==> config.mk <==
export PLATFORM = sky130hd
export DESIGN_NAME = fir_filter_circular_delay_unit
export DESIGN_NICKNAME = d
export VERILOG_FILES = /design/src/hdl/fcdu_pkg.sv /design/src/hdl/fcdu_ram.sv /design/src/hdl/fcdu_mac.sv /design/src/hdl/fir_filter_circular_delay_unit.sv
export SDC_FILE = /design/constraint.sdc
export NUM_CORES = 2
export LEC_CHECK = 0
export BUFFER_PORTS_ARGS = -buffer_cell sky130_fd_sc_hd__buf_2
export CORE_MARGIN = 4
export CORE_UTILIZATION = 25
export DETAILED_ROUTE_END_ITERATION = 8
export HOLD_SLACK_MARGIN = 0.05
export PLACE_DENSITY = 0.46
export SKIP_CTS_REPAIR_TIMING = 1
export SYNTH_ARGS = -nofsm -noshare
export SYNTH_HDL_FRONTEND = slang
export SYNTH_SLANG_ARGS = --single-unit
==> constraint.sdc <==
create_clock -name clk_i -period 16.75 [get_ports clk_i]
set_input_delay 0.8375 -clock clk_i [delete_from_list [all_inputs] [get_ports clk_i]]
set_output_delay 0.8375 -clock clk_i [all_outputs]
set_load 0.03 [all_outputs]
==> src/hdl/fcdu_pkg.sv <==
`timescale 1ns / 1ps
// ----------------------------------------------------------------------------
// FIR filter with circular delay line - shared definitions
// Word widths, mode codes and the control bundle of the MAC unit.
// ----------------------------------------------------------------------------
package fcdu_pkg;

  localparam int unsigned DefaultTaps = 64;

  localparam int unsigned MODE_W   = 2;
  localparam int unsigned SAMPLE_W = 16;
  localparam int unsigned IDX_W    = 6;
  localparam int unsigned PROD_W   = 2 * SAMPLE_W;
  localparam int unsigned FRAC_W   = 15;

  localparam logic signed [SAMPLE_W-1:0] SAT_MAX = 16'sh7fff;
  localparam logic signed [SAMPLE_W-1:0] SAT_MIN = 16'sh8000;

  typedef enum logic [MODE_W-1:0] {
    MODE_FILTER = 2'd0,
    MODE_LOAD   = 2'd1,
    MODE_CLEAR  = 2'd2
  } mode_e;

  typedef struct packed {
    logic clear;
    logic valid;
  } mac_ctrl_t;

endpackage

==> src/hdl/fcdu_ram.sv <==
`timescale 1ns / 1ps
// ----------------------------------------------------------------------------
// Generic single-port-write RAM
// One write port, one read port, registered read data.
// ----------------------------------------------------------------------------
module fcdu_ram #(
  parameter int unsigned WIDTH = 16,
  parameter int unsigned DEPTH = 64,
  parameter int unsigned AW    = (DEPTH > 1) ? $clog2(DEPTH) : 1
) (
  input  logic             clk_i,
  input  logic             we_i,
  input  logic [AW-1:0]    waddr_i,
  input  logic [WIDTH-1:0] wdata_i,
  input  logic [AW-1:0]    raddr_i,
  output logic [WIDTH-1:0] rdata_o
);

  logic [WIDTH-1:0] mem_q [DEPTH];
  logic [WIDTH-1:0] rdata_q;

  always_ff @(posedge clk_i) begin
    if (we_i) begin
      mem_q[waddr_i] <= wdata_i;
    end
    rdata_q <= mem_q[raddr_i];
  end

  assign rdata_o = rdata_q;

endmodule

==> src/hdl/fcdu_mac.sv <==
`timescale 1ns / 1ps
// ----------------------------------------------------------------------------
// Multiply-accumulate unit
// Registered 16x16 signed product followed by a wide accumulator.
// ----------------------------------------------------------------------------
module fcdu_mac #(
  parameter int unsigned ACC_W = 38
) (
  input  logic                                 clk_i,
  input  logic                                 rst_ni,
  input  fcdu_pkg::mac_ctrl_t                  ctrl_i,
  input  logic signed [fcdu_pkg::SAMPLE_W-1:0] coef_i,
  input  logic signed [fcdu_pkg::SAMPLE_W-1:0] sample_i,
  output logic signed [ACC_W-1:0]              acc_o,
  output logic                                 busy_o
);
  import fcdu_pkg::*;

  logic signed [PROD_W-1:0] prod_q;
  logic                     pv_q;
  logic signed [ACC_W-1:0]  acc_q;

  always_ff @(posedge clk_i or negedge rst_ni) begin
    if (!rst_ni) begin
      pv_q <= 1'b0;
    end else begin
      pv_q <= ctrl_i.valid;
    end
  end

  always_ff @(posedge clk_i) begin
    prod_q <= coef_i * sample_i;
    if (ctrl_i.clear) begin
      acc_q <= '0;
    end else if (pv_q) begin
      acc_q <= acc_q + {{(ACC_W-PROD_W){prod_q[PROD_W-1]}}, prod_q};
    end
  end

  assign acc_o  = acc_q;
  assign busy_o = pv_q;

endmodule

==> src/hdl/fir_filter_circular_delay_unit.sv <==
`timescale 1ns / 1ps
// ----------------------------------------------------------------------------
// FIR filter with circular delay line
// Direct-form FIR, Q1.15 in and out, one shared MAC stepped over the taps.
// ----------------------------------------------------------------------------
// Filter word: in_ready_o low after accept while the MAC steps over the taps,
//   then through drain, round and saturate; result valid at the same point;
//   next filter word accepted only then, later while an output word waits.
// Load and unused-mode words: in_ready_o stays high; clear: delay line zeroed.
// After reset both RAMs are swept to zero; in_ready_o is
//   low until the sweep is done.
// ----------------------------------------------------------------------------
module fir_filter_circular_delay_unit #(
  parameter int unsigned TAPS = fcdu_pkg::DefaultTaps
) (
  input  logic                                 clk_i,
  input  logic                                 rst_ni,
  input  logic                                 in_valid_i,
  output logic                                 in_ready_o,
  input  logic [fcdu_pkg::MODE_W-1:0]          mode_i,
  input  logic signed [fcdu_pkg::SAMPLE_W-1:0] sample_i,
  input  logic [fcdu_pkg::IDX_W-1:0]           coef_index_i,
  input  logic signed [fcdu_pkg::SAMPLE_W-1:0] coef_value_i,
  output logic                                 out_valid_o,
  input  logic                                 out_ready_i,
  output logic signed [fcdu_pkg::SAMPLE_W-1:0] filtered_o,
  output logic                                 saturated_o
);
  import fcdu_pkg::*;

  localparam int unsigned AW    = (TAPS > 1) ? $clog2(TAPS) : 1;
  localparam int unsigned ACC_W = PROD_W + AW;
  localparam int unsigned RND_W = ACC_W + 1 - FRAC_W;
  localparam logic [AW-1:0]    LastIdx = AW'(TAPS - 1);
  localparam logic [ACC_W:0]   Half    = (ACC_W + 1)'(1) << (FRAC_W - 1);

  typedef enum logic [5:0] {
    S_CLEAR = 6'b000001,
    S_IDLE  = 6'b000010,
    S_RUN   = 6'b000100,
    S_DRAIN = 6'b001000,
    S_ROUND = 6'b010000,
    S_SAT   = 6'b100000
  } state_e;

  state_e state_d, state_q;

  logic [AW-1:0] idx_q;
  logic [AW-1:0] pos_q;
  logic [AW-1:0] rp_q;
  logic          clr_coef_q;
  logic          rv_q;

  logic                      accept;
  logic                      is_filter;
  logic                      is_load;
  logic                      is_clear;
  logic                      idx_ok;
  logic                      out_load;

  logic                      dl_we;
  logic [AW-1:0]             dl_waddr;
  logic [SAMPLE_W-1:0]       dl_wdata;
  logic [SAMPLE_W-1:0]       dl_rdata;
  logic                      cf_we;
  logic [AW-1:0]             cf_waddr;
  logic [SAMPLE_W-1:0]       cf_wdata;
  logic [SAMPLE_W-1:0]       cf_rdata;

  mac_ctrl_t                 mac_ctrl;
  logic signed [ACC_W-1:0]   acc;
  logic                      mac_busy;
  logic [ACC_W:0]            biased;
  logic [RND_W-1:0]          rnd_q;
  logic                      sat_hi;
  logic                      sat_lo;

  logic                      out_valid_q;
  logic signed [SAMPLE_W-1:0] filtered_q;
  logic                      saturated_q;

  assign in_ready_o = (state_q == S_IDLE);
  assign accept     = in_valid_i && in_ready_o;
  assign is_filter  = (mode_i == MODE_FILTER);
  assign is_load    = (mode_i == MODE_LOAD);
  assign is_clear   = (mode_i == MODE_CLEAR);
  assign idx_ok     = (32'(coef_index_i) < 32'(TAPS));

  // RAM ports
  always_comb begin
    if (state_q == S_CLEAR) begin
      dl_we    = 1'b1;
      dl_waddr = idx_q;
      dl_wdata = '0;
      cf_we    = clr_coef_q;
      cf_waddr = idx_q;
      cf_wdata = '0;
    end else begin
      dl_we    = accept && is_filter;
      dl_waddr = pos_q;
      dl_wdata = sample_i;
      cf_we    = accept && is_load && idx_ok;
      cf_waddr = AW'(coef_index_i);
      cf_wdata = coef_value_i;
    end
  end

  fcdu_ram #(
    .WIDTH (SAMPLE_W),
    .DEPTH (TAPS),
    .AW    (AW)
  ) u_delay_ram (
    .clk_i   (clk_i),
    .we_i    (dl_we),
    .waddr_i (dl_waddr),
    .wdata_i (dl_wdata),
    .raddr_i (rp_q),
    .rdata_o (dl_rdata)
  );

  fcdu_ram #(
    .WIDTH (SAMPLE_W),
    .DEPTH (TAPS),
    .AW    (AW)
  ) u_coef_ram (
    .clk_i   (clk_i),
    .we_i    (cf_we),
    .waddr_i (cf_waddr),
    .wdata_i (cf_wdata),
    .raddr_i (idx_q),
    .rdata_o (cf_rdata)
  );

  assign mac_ctrl.clear = accept && is_filter;
  assign mac_ctrl.valid = rv_q;

  fcdu_mac #(
    .ACC_W (ACC_W)
  ) u_mac (
    .clk_i    (clk_i),
    .rst_ni   (rst_ni),
    .ctrl_i   (mac_ctrl),
    .coef_i   (cf_rdata),
    .sample_i (dl_rdata),
    .acc_o    (acc),
    .busy_o   (mac_busy)
  );

  assign biased   = {acc[ACC_W-1], acc} + Half;
  assign sat_hi   = !rnd_q[RND_W-1] && (|rnd_q[RND_W-2:FRAC_W]);
  assign sat_lo   = rnd_q[RND_W-1] && !(&rnd_q[RND_W-2:FRAC_W]);
  assign out_load = (state_q == S_SAT) && (!out_valid_q || out_ready_i);

  // Sequencer
  always_comb begin
    state_d = state_q;
    unique case (state_q)
      S_CLEAR: begin
        if (idx_q == LastIdx) state_d = S_IDLE;
      end
      S_IDLE: begin
        if (accept && is_filter) begin
          state_d = S_RUN;
        end else if (accept && is_clear) begin
          state_d = S_CLEAR;
        end
      end
      S_RUN: begin
        if (idx_q == LastIdx) state_d = S_DRAIN;
      end
      S_DRAIN: begin
        if (!rv_q && !mac_busy) state_d = S_ROUND;
      end
      S_ROUND: begin
        state_d = S_SAT;
      end
      S_SAT: begin
        if (out_load) state_d = S_IDLE;
      end
      default: begin
        state_d = S_IDLE;
      end
    endcase
  end

  always_ff @(posedge clk_i or negedge rst_ni) begin
    if (!rst_ni) begin
      state_q    <= S_CLEAR;
      idx_q      <= '0;
      pos_q      <= '0;
      rp_q       <= '0;
      clr_coef_q <= 1'b1;
      rv_q       <= 1'b0;
    end else begin
      state_q <= state_d;
      rv_q    <= (state_q == S_RUN);
      unique case (state_q)
        S_CLEAR: begin
          if (idx_q == LastIdx) begin
            idx_q      <= '0;
            clr_coef_q <= 1'b0;
          end else begin
            idx_q <= idx_q + 1'b1;
          end
        end
        S_IDLE: begin
          if (accept && is_filter) begin
            idx_q <= '0;
            rp_q  <= pos_q;
            pos_q <= (pos_q == LastIdx) ? '0 : pos_q + 1'b1;
          end else if (accept && is_clear) begin
            idx_q <= '0;
            pos_q <= '0;
          end
        end
        S_RUN: begin
          idx_q <= (idx_q == LastIdx) ? '0 : idx_q + 1'b1;
          rp_q  <= (rp_q == '0) ? LastIdx : rp_q - 1'b1;
        end
        default: begin
        end
      endcase
    end
  end

  always_ff @(posedge clk_i) begin
    if (state_q == S_ROUND) begin
      rnd_q <= biased[ACC_W:FRAC_W];
    end
  end

  // Output word register
  always_ff @(posedge clk_i or negedge rst_ni) begin
    if (!rst_ni) begin
      out_valid_q <= 1'b0;
    end else if (out_load) begin
      out_valid_q <= 1'b1;
    end else if (out_ready_i) begin
      out_valid_q <= 1'b0;
    end
  end

  always_ff @(posedge clk_i) begin
    if (out_load) begin
      saturated_q <= sat_hi || sat_lo;
      if (sat_hi) begin
        filtered_q <= SAT_MAX;
      end else if (sat_lo) begin
        filtered_q <= SAT_MIN;
      end else begin
        filtered_q <= rnd_q[SAMPLE_W-1:0];
      end
    end
  end

  assign out_valid_o = out_valid_q;
  assign filtered_o  = filtered_q;
  assign saturated_o = saturated_q;

  a_pos_range: assert property (@(posedge clk_i) disable iff (!rst_ni)
    pos_q <= LastIdx)
    else $error("write position out of range");

  a_filter_starts_run: assert property (@(posedge clk_i) disable iff (!rst_ni)
    (accept && is_filter) |=> (state_q == S_RUN))
    else $error("filter word did not start a MAC pass");

  a_sat_clipped: assert property (@(posedge clk_i) disable iff (!rst_ni)
    (out_valid_o && saturated_o) |-> (filtered_o == SAT_MAX || filtered_o == SAT_MIN))
    else $error("saturated word not at a rail");

  a_hold_pending: assert property (@(posedge clk_i) disable iff (!rst_ni)
    (out_valid_q && !out_ready_i) |=> $stable(filtered_q) && $stable(saturated_q))
    else $error("pending output word overwritten");

endmodule
# ---- After elaboration in Yosys (flattened, before gate mapping)
# Memory sizes are Yosys's and may differ from the RTL's. A register that Yosys moved wholly into a read port is not among the register bits.
# Cells that the tools add are included.
dict set report totals {
  ram_bits 2048
  input_bits 44
  output_inout_bits 19
  register_bits 139
  n_memories 2
  wordCells 95
}
# name words width read_ports rd_clocked_by_memory_dff write_ports line
set memory_table {}
lappend memory_table {u_coef_ram.mem_q 64 16 1 1 1 fcdu_ram.sv:19} ;# logic [WIDTH-1:0] mem_q [DEPTH];
lappend memory_table {u_delay_ram.mem_q 64 16 1 1 1 fcdu_ram.sv:19}
dict set report op_classes {
  reduce_logical 29
  n_addsub 5
  n_mux 29
  n_eq_ne 16
  mul 1
}
# cell count
set ops {}
lappend ops {{$mux W6} 15}
lappend ops {{$mux W16} 3}
lappend ops {{$add A38 B16 Y39 const B} 1}
lappend ops {{$add A38 B38 Y38} 1}
lappend ops {{$pmux W6 S6} 1}
lappend ops {{$mul A16 B16 Y32} 1}
lappend ops {{$pmux W6 S2} 2}
lappend ops {{$eq A6 B6 Y1 const B} 3}
lappend ops {{$add A6 B1 Y6 const B} 2}
lappend ops {{$logic_and A1 B1 Y1} 8}
lappend ops {{$mux W1} 8}
lappend ops {{$reduce_and A2 Y1} 4}
lappend ops {{$reduce_and A8 Y1} 1}
lappend ops {{$reduce_bool A2 Y1} 4}
lappend ops {{$reduce_or A8 Y1} 1}
lappend ops {{$eq A6 B1 Y1 const B} 1}
lappend ops {{$eq A6 B2 Y1 const B} 1}
lappend ops {{$eq A6 B3 Y1 const B} 1}
lappend ops {{$eq A6 B4 Y1 const B} 1}
lappend ops {{$eq A6 B5 Y1 const B} 1}
lappend ops {{$logic_not A6 Y1} 1}
lappend ops {{$ne A2 B2 Y1 const B} 3}
lappend ops {{$sub A6 B1 Y6 const B} 1}
lappend ops {{$logic_not A1 Y1} 5}
lappend ops {{other kinds (8)} 10}

# ---- Longest topological paths before layout
dict set report logic_depth {
  word_depth 6
  depth_mapped 25
  ltp_nobuf 24
}

# ---- Hierarchy
# From an unflattened synthesis, not the netlist that was laid out.
dict set report unflattened {
  hier_cells 5590
  hier_area_um2 97712.5
}
# module area_per_inst_um2 cells_each instances seq_area_each_um2
set modules_own_cells {}
lappend modules_own_cells {fcdu_ram 40042.2 1829 2 31069.8}
lappend modules_own_cells {fcdu_mac 13865.8 1561 1 1426.4}
lappend modules_own_cells {fir_filter_circular_delay_unit 3762.4 371 1 1909.3}

# ---- Least setup slack after synthesis
# No wires, ideal clock.
dict set report synth_timing {
  path_type {register to register}
  from {register u_delay_ram.rdata_q[7] (netlist: u_delay_ram.rdata_o[7]), read port of u_delay_ram.mem_q}
  to {register u_mac.prod_q[31]}
  n_path_buf 1
  period_less_slack_ps 5948
  t_arrival_ps 5876
  slack_ps 10802
  required_time_ps 16678
  path_stages_with_launch 24
  path_cell_list {dfxtp_1 clkbuf_1 nand2_1 fa_1 inv_1 fa_1 inv_1 fa_1 inv_1 fa_1 fa_1 inv_1 fa_1 inv_1 ha_1 a21oi_1 o21ai_0 a221oi_1 a31oi_1 o21ai_0 a31oi_1 a21o_1 a21oi_1 xnor2_1}
}
dict set report synth_via {
  elab_chain_len 1
}
# item line
set synth_lines {}
lappend synth_lines {{start, declared} fcdu_ram.sv:20} ;# logic [WIDTH-1:0] rdata_q;
lappend synth_lines {{$mul A16 B16 Y32} fcdu_mac.sv:32} ;# prod_q <= coef_i * sample_i;
lappend synth_lines {{end signal, assigned} fcdu_mac.sv:32}
lappend synth_lines {{end, declared} fcdu_mac.sv:19} ;# logic signed [PROD_W-1:0] prod_q;
# Every way passes these cells.
# A chain may end at the register's enable or synchronous reset.

# ---- Worst setup path after layout
dict set report layout_timing {
  from {register u_coef_ram.rdata_q[6] (netlist: u_coef_ram.rdata_o[6]), read port of u_coef_ram.mem_q}
  to {register u_mac.prod_q[31]}
}
dict set report layout_via {
  elab_chain_len 1
}
# item line
set layout_lines {}
lappend layout_lines {{start, declared} fcdu_ram.sv:20}
lappend layout_lines {{$mul A16 B16 Y32} fcdu_mac.sv:32}
# Every way passes these cells.

==> impl_metrics.tcl <==
set metrics [dict create \
    status "finished clean" \
    final_nets 5787 \
    synth-warning-count 0 \
    cts_inserted_buffers 262 \
    insertion_delay_ns 0.89 \
    dr.max_layer_used "met4" \
    min_from "mode_i[1]" \
    finalSetupViolCount 0 \
    grt_max_degree 96 \
    synth_top_area_frac 0.6524 \
    grt_overflow 0 \
    clockBufferDepth 4 \
    drt_first_pass_iters 5 \
    dp_hpwl_um 156000 \
    netlist_instances 5074 \
    grt_usage 0.1290 \
    finalClockSkew_ns 0.08325 \
    drv_cap 0 \
    min_path_type "in -> reg" \
    worstSetupPathType "reg -> reg" \
    drcViolationCount 0 \
    finalNonFillerCells 10600 \
    fmax_mhz 150.9 \
    die_w_um 628.2 \
    ant_nets 0 \
    end_kind "flop" \
    arrival_ns 7.33 \
    wl_met2_um 130500 \
    drtIter0Drc 3871 \
    grt_pass1_vias 51180 \
    worstReg2RegStart "u_coef_ram.rdata_o[6]" \
    dieArea_um2 394600 \
    port_buffers 62 \
    cts_root_buf "clkbuf_16" \
    vias 48000 \
    period_needed_ns 6.627 \
    synthTopCellsByArea "edfxtp_1 (65%), mux4_2 (15%), fa_1 (5.5%), dfxtp_1 (2.1%), ha_1 (1.6%)" \
    grt_pass1_wl_um 375100 \
    async_reset_ff_frac 0.01262 \
    numClockSinks 2219 \
    core_area_um2 382600 \
    htree_num_levels 5 \
    tns_ns 0 \
    drive_above_1_share 0.2552 \
    worstMarginPinSlew_ns 1.236 \
    fillers 37350 \
    std_cell_rows 227 \
    synthToLayoutAreaGrowth_pct 16.47 \
    via_per_inst 4.527 \
    initial_core_util 0.2513 \
    syn_nets 5505 \
    wl_met3_um 10080 \
    avgSynthCellArea_um2 18.95 \
    dp_cells 10130 \
    cp.required_ns 17.45 \
    start_kind "flop" \
    ys_ff_latch 2219 \
    cts_tree "built" \
    rsz0062_at_grt "false" \
    cp_max_fo 16 \
    max-slew-margin-rel 0.1758 \
    synth_area_um2 96150 \
    ios 63 \
    ys_seq_area_frac 0.6810 \
    wl_um 258900 \
    wl_per_cell_um 24.42 \
    place.gp.congestion 0.7591 \
    die_h_um 628.2 \
    synth-edff-count 2089 \
    finalCritPeriodShare 0.3956 \
    wl_met1_um 113300 \
    ys.flop_type "edfxtp_1" \
    hold_viol_final 0 \
    slew_viol_final 0 \
    ys_types 72 \
    path_clk_slew_ns 0.06 \
    antenna_found_initial 17 \
    critPathLaunch "u_coef_ram.rdata_o[6]" \
    yosysTopAreaCell "edfxtp_1" \
    synth_common_cells "edfxtp_1 (2089), mux4_2 (631), inv_1 (318)" \
    post-synth-top-count-cell "edfxtp_1" \
]
-- sequential cells by signal (all words and copies together), names as in the netlist --
signal	cells
out_valid_o	1
u_mac.prod_q	32
idx_q	6
rnd_q	24
u_mac.acc_o	38
saturated_o	1
state_q	6
clr_coef_q	1
u_coef_ram.rdata_o	16
rp_q	6
rv_q	1
filtered_o	16
u_delay_ram.rdata_o	16
u_delay_ram.mem_q	1024
u_mac.busy_o	1
pos_q	6
u_coef_ram.mem_q	1024
-- final timing paths --
| check | end | slack (ns) | cells past startpoint |
|---|---|---|---|
| hold / removal | pos_q[2] | 0.27 | 2 |
| setup / recovery | u_mac.prod_q[31] | 10.12 | 22 |
| max in group asynchronous | u_mac.busy_o | 15.53 | 2 |
| setup reg to reg | u_mac.prod_q[31] | 10.12 | 22 |
| hold reg to reg | u_mac.busy_o | 0.44 | 0 |
| min in group asynchronous | rp_q[2] | 0.66 | 2 |
-- final cells by class --
cell class                 instances  area, µm²  area share
tap                             5038       6304     0.05629
multi-input combinational       2310      28940      0.2585
timing repair buffer             244       1717     0.01533
clock buffer                     360       7258     0.06482
antenna                            9      22.52   0.0002011
sequential                      2219      65500      0.5850
inverter                         319       1197     0.01069
clock inverter                   105       1037    0.009263
-- per-layer routing --
layer  vias to the layer above  track usage
met5                         -            0
met4                         0      0.02671
met3                       355      0.01614
met2                      1021       0.2230
met1                     26150       0.1738
li1                      20480            -
-- cell families after synthesis --
kind of cell / after synthesis / synth area share
AO/OA/AOI/OAI: 342 / 0.02324
XOR/XNOR: 80 / 0.007287
adder cells (fa/ha/maj): 387 / 0.07090
buffers and inverters: 545 / 0.02249
flip-flops: 2219 / 0.6810
multiplexers: 698 / 0.1548
AND/OR/NAND/NOR: 803 / 0.04025
-- metrics by stage --
stage / hold slack (ns) / worst slack (ns) / cell area (µm²) / utilization
2_1_floorplan: 0.3546 / 10.80 / 96150 / -
3_3_place_gp: 0.3991 / 9.977 / 103700 / 0.2709
3_5_place_dp: 0.3967 / 10.08 / 103700 / 0.2709
4_1_cts: -0.04783 / 10.11 / 112000 / 0.2926
5_1_grt: 0.2212 / 9.686 / 112000 / 0.2927
6_report: 0.2655 / 10.12 / 112000 / 0.2927
-- layout by cell type, fill, tap and decap left out, types with 33 or more instances in the layout --
cell type,count
nor2_1,94
buf_4,178
mux4_2,631
a21o_1,37
nand2b_1,33
fa_1,263
inv_1,318
nand2_1,243
edfxtp_1,2089
dfxtp_1,102
clkbuf_1,77
nor2_2,109
o21ai_0,82
xnor2_1,56
buf_2,62
ha_1,124
clkbuf_16,273
a21oi_1,80
clkinv_1,38
and2_1,124
mux2i_1,62
nand3_1,33
-- critical path: stages (launching register included) --
cell and delay (ns):
dfxtp_1 0.78, nand2_1 0.17, fa_1 0.53, inv_1 0.06, fa_1 0.49, inv_1 0.06
fa_1 0.55, inv_1 0.06, fa_1 0.46, fa_1 0.49, inv_1 0.05, fa_1 0.47
inv_1 0.04, ha_1 0.36, a21oi_1 0.21, o21ai_0 0.13, a221oi_1 0.40, a31oi_1 0.25
o21ai_0 0.34, a31oi_1 0.19, a21o_1 0.21, a21oi_1 0.16, xnor2_1 0.07
Power is not shown: default switching activity piles up to over one toggle a cycle in this logic, so the estimate is an artifact.
